$ cat config.mk
export PLATFORM = sky130hd
export DESIGN_NAME = ccp_ctrl
export DESIGN_NICKNAME = d
export VERILOG_FILES = /design/src/rtl/core/ccp_pkg.sv /design/src/rtl/core/ccp_ctrl.sv
export SDC_FILE = /design/constraint.sdc
export NUM_CORES = 1
export LEC_CHECK = 0
export BUFFER_PORTS_ARGS = -buffer_cell sky130_fd_sc_hd__buf_2
export CAP_MARGIN = 20
export CORE_MARGIN = 4
export CORE_UTILIZATION = 48
export CTS_CLUSTER_DIAMETER = 200
export DETAILED_ROUTE_END_ITERATION = 6
export PLACE_DENSITY_LB_ADDON = 0.15
export SYNTH_ARGS = -nofsm -noshare
export SYNTH_HDL_FRONTEND = slang
export SYNTH_SLANG_ARGS = --single-unit
$ cat constraint.sdc
create_clock -name clk -period 2.8 [get_ports clk]
set_input_delay 0.28 -clock clk [delete_from_list [all_inputs] [get_ports clk]]
set_output_delay 0.28 -clock clk [all_outputs]
set_load 0.05 [all_outputs]
$ cat src/rtl/core/ccp_pkg.sv
// ---------------------------------------------------------------------------
// ccp_pkg
// Shared types and constants for the command parser.
// ---------------------------------------------------------------------------
package ccp_pkg;

    localparam int LINE_CAPACITY = 63;
    localparam int CNT_W         = $clog2(LINE_CAPACITY + 1);
    localparam int STORE_DEPTH   = 13;
    localparam int FREQ_DIGITS   = 11;
    localparam logic [31:0] FREQ_RESET = 32'd7074000;
    localparam logic [7:0]  MODE_RESET = 8'd3;
    localparam logic [7:0]  CHAR_SEMI  = 8'h3B;

    typedef struct packed {
        logic [1:0] channel;
        logic [7:0] rx_byte;
    } ccp_in_t;

    typedef struct packed {
        logic [1:0]  reply_channel;
        logic        kind;
        logic [7:0]  tx_byte;
        logic [31:0] tuned_freq;
        logic        last;
    } ccp_out_t;

    // Reply templates
    typedef enum logic [2:0] {
        RPL_FA, RPL_IF, RPL_ID, RPL_PS, RPL_AI, RPL_MD
    } ccp_reply_t;

    typedef enum logic [2:0] {
        ST_IDLE, ST_DECODE, ST_CONV, ST_PARSE, ST_SEND, ST_TUNE
    } ccp_state_t;

    // Controller to datapath
    typedef struct packed {
        logic       store_byte;
        logic       clear_count;
        logic       conv_start;
        logic       conv_step;
        logic       parse_step;
        logic       parse_start;
        logic       set_freq;
        logic       tune_show;
        logic       set_mode;
        logic       set_tx;
        logic       clr_tx;
        logic       latch_ch;
        logic       idx_clear;
        logic       idx_inc;
        ccp_reply_t reply;
    } ccp_cmd_t;

    // Datapath to controller
    typedef struct packed {
        logic       is_semi;
        logic [CNT_W-1:0] len;
        logic       is_fa, is_if, is_id, is_ps, is_ai, is_md, is_rx, is_tx;
        logic       conv_done;
        logic       parse_done;
        logic       reply_end;
    } ccp_stat_t;

endpackage

$ cat src/rtl/core/ccp_ctrl.sv
// ---------------------------------------------------------------------------
// ccp_ctrl
// Sequencer: takes bytes, decodes a finished line, streams the reply.
// ---------------------------------------------------------------------------
module ccp_ctrl (
    input  logic               clk,
    input  logic               rst_n,
    input  logic               in_valid,
    output logic               in_ready,
    output logic               out_valid,
    input  logic               out_ready,
    input  ccp_pkg::ccp_stat_t stat,
    output ccp_pkg::ccp_cmd_t  cmd
);
    ccp_pkg::ccp_state_t state_reg, state_next;
    ccp_pkg::ccp_reply_t reply_reg, reply_next;
    logic two;
    logic [ccp_pkg::CNT_W-1:0] len_reg, len_next;

    always_ff @(posedge clk or negedge rst_n)
    begin
        if (!rst_n)
        begin
            state_reg <= ccp_pkg::ST_IDLE;
            reply_reg <= ccp_pkg::RPL_FA;
            len_reg   <= '0;
        end
        else
        begin
            state_reg <= state_next;
            reply_reg <= reply_next;
            len_reg   <= len_next;
        end
    end

    assign two = (len_reg == ccp_pkg::CNT_W'(2));

    always_comb
    begin
        state_next = state_reg;
        reply_next = reply_reg;
        len_next   = len_reg;
        cmd        = '0;
        cmd.reply  = reply_reg;
        in_ready   = 1'b0;
        out_valid  = 1'b0;
        case (state_reg)
            ccp_pkg::ST_IDLE:
            begin
                in_ready = 1'b1;
                if (in_valid)
                begin
                    if (stat.is_semi)
                    begin
                        cmd.latch_ch    = 1'b1;
                        cmd.clear_count = 1'b1;
                        len_next        = stat.len;
                        state_next      = ccp_pkg::ST_DECODE;
                    end
                    else
                    begin
                        cmd.store_byte = 1'b1;
                    end
                end
            end
            ccp_pkg::ST_DECODE:
            begin
                state_next    = ccp_pkg::ST_IDLE;
                cmd.idx_clear = 1'b1;
                if (len_reg >= ccp_pkg::CNT_W'(2))
                begin
                    if (stat.is_fa)
                    begin
                        if (two)
                        begin
                            reply_next     = ccp_pkg::RPL_FA;
                            cmd.conv_start = 1'b1;
                            state_next     = ccp_pkg::ST_CONV;
                        end
                        else if (len_reg >= ccp_pkg::CNT_W'(13))
                        begin
                            cmd.parse_start = 1'b1;
                            state_next      = ccp_pkg::ST_PARSE;
                        end
                    end
                    else if (stat.is_if)
                    begin
                        reply_next     = ccp_pkg::RPL_IF;
                        cmd.conv_start = 1'b1;
                        state_next     = ccp_pkg::ST_CONV;
                    end
                    else if (stat.is_id)
                    begin
                        reply_next = ccp_pkg::RPL_ID;
                        state_next = ccp_pkg::ST_SEND;
                    end
                    else if (stat.is_ps)
                    begin
                        if (two)
                        begin
                            reply_next = ccp_pkg::RPL_PS;
                            state_next = ccp_pkg::ST_SEND;
                        end
                    end
                    else if (stat.is_ai)
                    begin
                        if (two)
                        begin
                            reply_next = ccp_pkg::RPL_AI;
                            state_next = ccp_pkg::ST_SEND;
                        end
                    end
                    else if (stat.is_md)
                    begin
                        if (two)
                        begin
                            reply_next = ccp_pkg::RPL_MD;
                            state_next = ccp_pkg::ST_SEND;
                        end
                        else
                        begin
                            cmd.set_mode = 1'b1;
                        end
                    end
                    else if (stat.is_rx)
                    begin
                        cmd.clr_tx = 1'b1;
                    end
                    else if (stat.is_tx)
                    begin
                        cmd.set_tx = 1'b1;
                    end
                end
            end
            ccp_pkg::ST_CONV:
            begin
                cmd.conv_step = 1'b1;
                if (stat.conv_done) state_next = ccp_pkg::ST_SEND;
            end
            ccp_pkg::ST_PARSE:
            begin
                cmd.parse_step = 1'b1;
                if (stat.parse_done) state_next = ccp_pkg::ST_TUNE;
            end
            ccp_pkg::ST_SEND:
            begin
                out_valid = 1'b1;
                if (out_ready)
                begin
                    cmd.idx_inc = 1'b1;
                    if (stat.reply_end) state_next = ccp_pkg::ST_IDLE;
                end
            end
            ccp_pkg::ST_TUNE:
            begin
                out_valid     = 1'b1;
                cmd.tune_show = 1'b1;
                cmd.set_freq  = out_ready;
                if (out_ready) state_next = ccp_pkg::ST_IDLE;
            end
            default:
            begin
                state_next = ccp_pkg::ST_IDLE;
            end
        endcase
    end

endmodule

### Yosys cells after proc, flatten, opt, wreduce, memory -nomap -nowiden

Index checks and enable logic that the tools add are counted.

| word-level totals | value |
|---|---|
| logic and storage cells | 91 |
| register bits | 12 |
| output and inout bits | 19 |
| input bits | 22 |

| operators by class | value |
|---|---|
| reduce and logical (&&, ||, !) cells | 7 |
| mux-type cells | 65 |
| magnitude comparators | 2 |
| eq/ne operators | 14 |

Operators with widths:

| operator | number |
|---|---|
| $mux W3 | 32 |
| $mux W1 | 26 |
| $pmux W3 S6 | 1 |
| $ne A2 B2 Y1 const B | 7 |
| $mux W2 | 6 |
| $reduce_and A7 Y1 | 1 |
| $eq A3 B2 Y1 const B | 2 |
| $eq A3 B3 Y1 const B | 2 |
| $eq A6 B2 Y1 const B | 1 |
| $ge A6 B2 Y1 const B | 1 |
| $ge A6 B4 Y1 const B | 1 |
| $reduce_bool A6 Y1 | 1 |
| $reduce_and A5 Y1 | 1 |
| $eq A3 B1 Y1 const B | 1 |
| $logic_not A3 Y1 | 1 |
| $reduce_and A3 Y1 | 1 |
| $reduce_bool A3 Y1 | 1 |
| $ne A2 B1 Y1 const B | 1 |
| $reduce_or A2 Y1 | 1 |

### Longest topological paths before layout

| logic depth | value |
|---|---|
| word-level depth | 10 |
| gate-level depth with buffers | 5 |
| gate-level depth less buffers | 4 |

### Worst setup path after synthesis

Ideal clock, no wire load.

| path | value |
|---|---|
| kind | reg-to-output |
| start | reg state_reg[1] |
| end | out cmd[8] (netlist name) |
| path buffers | 1 |
| setup slack | -584 ps |
| cell stages (with the launch flop) | 5 |
| arrival time | 3104 ps |
| data required time | 2520 ps |
| cell sequence | dfrtp_1 > buf_2 > nor3b_2 > o21ai_2 > nor4_1 |

RTL lines:

| element | line | source |
|---|---|---|
| start: declaration | ccp_ctrl.sv:15 | `ccp_pkg::ccp_state_t state_reg, state_next;` |
| start signal: assignment | ccp_ctrl.sv:24 | `state_reg <= ccp_pkg::ST_IDLE;` |
| start signal: assignment | ccp_ctrl.sv:30 | `state_reg <= state_next;` |
| end: declaration | ccp_ctrl.sv:13 | `output ccp_pkg::ccp_cmd_t cmd` |

==> impl_table.tex <==
\begin{tabular}{lr}
\hline
Metric & Value \\
\hline
\multicolumn{2}{l}{\textbf{Power}} \\
Areal power density over the cells & 1090 nW/µm² \\
Worst voltage drop across the vdd grid & 0.630 mV \\
Leakage Power & 0.532 nW \\
\multicolumn{2}{l}{\textbf{Logic synthesis}} \\
Number of synthesized flops with an enable pin & 0 \\
Area share of the largest cell type after synthesis & 0.360 \\
Library cell with the largest summed area after synthesis & sky130\_fd\_sc\_hd\_\_dfrtp\_1 \\
Async set-or-reset flop fraction in the synthesized netlist & 1.00 \\
Number of instances in the synthesized netlist & 87 \\
Xor/xnor share of the synthesized area & 0 \\
Net Count, Synth & 109 \\
Multiplexer share of the synthesized area & 0.106 \\
Simple logic cell fraction of the synthesized area & 0.279 \\
Sequential area share after synthesis & 0.360 \\
Cell variety after synth & 37 \\
Post-synth top flop & sky130\_fd\_sc\_hd\_\_dfrtp\_1 \\
Number of storage elements in the synthesis netlist & 12 \\
Mean instance size in the synthesized netlist & 9.59 µm² \\
Combinational family with the most area after synthesis & simple AND/OR/NAND/NOR gates \\
Adder-cell share of the synthesized area & 0 \\
Cell types with the largest area share after synthesis & sky130\_fd\_sc\_hd\_\_dfrtp\_1 (36\%), sky130\_fd\_sc\_hd\_\_mux2\_2 (9.4\%), sky130\_fd\_sc\_hd\_\_nor2\_1 (4.0\%), sky130\_fd\_sc\_hd\_\_or4\_4 (4.0\%), sky130\_fd\_sc\_hd\_\_nor3\_1 (3.6\%) \\
Netlist area before placement & 835 µm² \\
Count of warnings emitted by yosys & 0 \\
Complex-gate fraction of the synthesized area & 0.198 \\
\multicolumn{2}{l}{\textbf{Clock tree}} \\
TritonCTS sink count & 12 \\
Buffer depth of the longest clock path & 2 \\
Worst-skew pair later-pin latency & 0.26 ns \\
Post-CTS Repair Setup Buffers & 0 \\
Cell at the root of the clock tree & sky130\_fd\_sc\_hd\_\_clkbuf\_4 \\
Clock transition at the registers of the reported paths & 0.07 ns \\
H-tree depth reported by CTS & 1 \\
CTS tree & done \\
Number of CTS-inserted buffers & 3 \\
\multicolumn{2}{l}{\textbf{Setup path}} \\
Maximum single-stage delay on the critical path & 0.55 ns \\
Cell-by-cell trace of the critical path & nor3b\_4 > o21ai\_2 > or4\_4 > nor3b\_2 > buf\_2 \\
Sort of element at the start of the critical path & flip-flop \\
Worst-path cell with the longest stage delay & sky130\_fd\_sc\_hd\_\_dfrtp\_1 \\
Arr. time, crit path & 2.23 ns \\
Endpoint type of the worst setup path & primary output \\
Worst Path Required & 2.52 ns \\
Max FO, Critical Path & 12 \\
Crit path kind & flip-flop to primary output \\
\multicolumn{2}{l}{\textbf{Layout}} \\
Utilization after layout & 0.677 \\
Share of post-route cells with drive strength above 1 & 0.492 \\
Count of fill cells added during filler insertion & 144 \\
Most frequent standard cell in the layout excluding fill and tap cells & sky130\_fd\_sc\_hd\_\_buf\_2 \\
Area growth syn-to-layout & 27.9\% \\
Most frequent cells in the layout & sky130\_fd\_sc\_hd\_\_buf\_2 (40), sky130\_fd\_sc\_hd\_\_dfrtp\_1 (12), sky130\_fd\_sc\_hd\_\_nor2\_1 (9), sky130\_fd\_sc\_hd\_\_mux2\_2 (7), sky130\_fd\_sc\_hd\_\_nor3\_1 (6) \\
Antenna diode count & 0 \\
Layout Nets & 150 \\
Flip-flop count of the largest register, all copies and words added & 6 \\
Finished layout cell area & 1070 µm² \\
\multicolumn{2}{l}{\textbf{Timing}} \\
Maximum clock skew at final layout & 0.00282 ns \\
Total negative slack for setup checks & 0 ns \\
Number of pins exceeding their max-slew limit in the final report & 0 \\
Final cycle utilization of the critical path & 0.897 \\
Final hold violations & 0 \\
Worst-Margin Slew & 0.608 ns \\
Post-Route Hold Slack & 0.247 ns \\
Max frequency & 0.398 GHz \\
Final setup violation count & 0 \\
Remaining max-slew budget at the tightest pin & 0.593 \\
Min Tclk post-route & 2.51 ns \\
Unrepaired setup endpoints after global routing & no \\
\multicolumn{2}{l}{\textbf{Placement}} \\
Count of buffers inserted at the top-level ports & 40 \\
Placed cell areas & 1030 µm² \\
RD Place Congestion & 0.814 \\
Detailed placer's ending HPWL & 1.50 mm \\
\multicolumn{2}{l}{\textbf{Global routing}} \\
Pin count of the biggest net entering global routing & 13 \\
Number of antenna violations at the first check in global routing & 0 \\
Global-route wire length before repair & 3.12 mm \\
Number of global-route vias before repair & 703 \\
Total GRT Usage & 0.156 \\
Global route overflow & 0 \\
\multicolumn{2}{l}{\textbf{Floorplan}} \\
Std-Cell Core Area & 1580 µm² \\
Height of the chip & 49.7 µm \\
Site row count & 14 \\
Initial standard-cell utilization of the core & 0.529 \\
Horizontal die dimension & 49.7 µm \\
Die area & 2470 µm² \\
Top-level I/O count & 41 \\
\multicolumn{2}{l}{\textbf{Route}} \\
DRC violation count after routing & 0 \\
Total wire length after detailed routing & 1.89 mm \\
Avg Vias per Cell & 5.58 \\
Wire length per cell after detailed routing & 13.3 µm \\
Via count & 793 \\
DRT iter0 DRCs & 13 \\
Length of the first detailed-routing pass in iterations & 4 \\
Antenna Nets Post-Route & 0 \\
\multicolumn{2}{l}{\textbf{Worst hold path}} \\
Hold WC Path Type & input port to flip-flop \\
\multicolumn{2}{l}{\textbf{Outcome}} \\
Result of the run & finished clean \\
\multicolumn{2}{l}{\textbf{Run}} \\
Reported max-cap violation count & 0 \\
\hline
\end{tabular}
-- metal layers --
layer | up-vias | wire length [µm] | track usage
li1 | 402 | - | -
met1 | 361 | 911 | 0.223
met2 | 28 | 831 | 0.236
met3 | 2 | 127 | 0.0271
met4 | 0 | 15 | 0.0553
met5 | - | 0 | 0
-- critical path, delay by kind of cell (launching register included) --
kind	cells	cell delay (ns)
simple gates	3	0.97
flops	1	0.55
buf+inv	1	0.27
compound gates	1	0.18
-- metrics by stage --
step                worst slack, ns  power, mW  instances
floorplan                   0.00693      0.920         87
global placement              0.629       1.05        138
detailed placement            0.579       1.06        138
CTS                           0.284       1.17        142
global route                  0.112       1.24        142
finish                        0.289       1.16        142
-- kinds of logic after synthesis --
kind of cell | after synthesis
compound gates | 21
mux | 8
flops | 12
buf+inv | 9
simple gates | 37
-- final timing paths --
check | startpoint | to | slack (ns) | depth (start not counted)
max | state_reg[0] | cmd[7] | 0.29 | 5
min | stat[16] | len_reg[5] | 0.25 | 2
max reg2reg | len_reg[2] | state_reg[2] | 0.85 | 4
min reg2reg | reply_reg[1] | reply_reg[1] | 0.50 | 2
min in group asynchronous | rst_n | len_reg[2] | 0.42 | 2
max in group asynchronous | rst_n | len_reg[3] | 2.18 | 2
-- power by group --
group | leakage [nW] | switching [mW] | internal [mW] | total [mW]
clock network | 0.0138 | 0.0475 | 0.0496 | 0.0971
registers | 0.148 | 0.110 | 0.257 | 0.367
logic | 0.369 | 0.459 | 0.237 | 0.696
total | 0.532 | 0.616 | 0.543 | 1.16
-- cells in the mapped netlist (2+ instances only) --
library cell               number
sky130_fd_sc_hd__mux2_2         7
sky130_fd_sc_hd__inv_1          4
sky130_fd_sc_hd__o31ai_1        4
sky130_fd_sc_hd__or4_4          3
sky130_fd_sc_hd__nor3b_2        2
sky130_fd_sc_hd__o21ai_0        2
sky130_fd_sc_hd__dfrtp_1       12
sky130_fd_sc_hd__and3_1         2
sky130_fd_sc_hd__nor3_1         6
sky130_fd_sc_hd__nand2_1        2
sky130_fd_sc_hd__buf_2          2
sky130_fd_sc_hd__nor2_1         9
sky130_fd_sc_hd__nand2b_1       4
sky130_fd_sc_hd__a21oi_1        4
sky130_fd_sc_hd__nand3b_1       2
-- area by class of cell --
| class | count | area, µm² | share of cell area |
|---|---|---|---|
| Timing Repair Buffer | 41 | 210 | 0.197 |
| Tap cell | 16 | 20.0 | 0.0188 |
| Inverter | 4 | 15.0 | 0.0141 |
| Clock buffer | 3 | 22.5 | 0.0211 |
| Sequential cell | 12 | 300 | 0.281 |
| Multi-Input combinational cell | 66 | 499 | 0.468 |
-- timing repair --
item,4_1_cts,5_1_grt
hold buffers,1,0
resized for setup,0,0
endpoints found under the hold margin,12,0
Note: power is estimated with default switching activity, not from simulation.
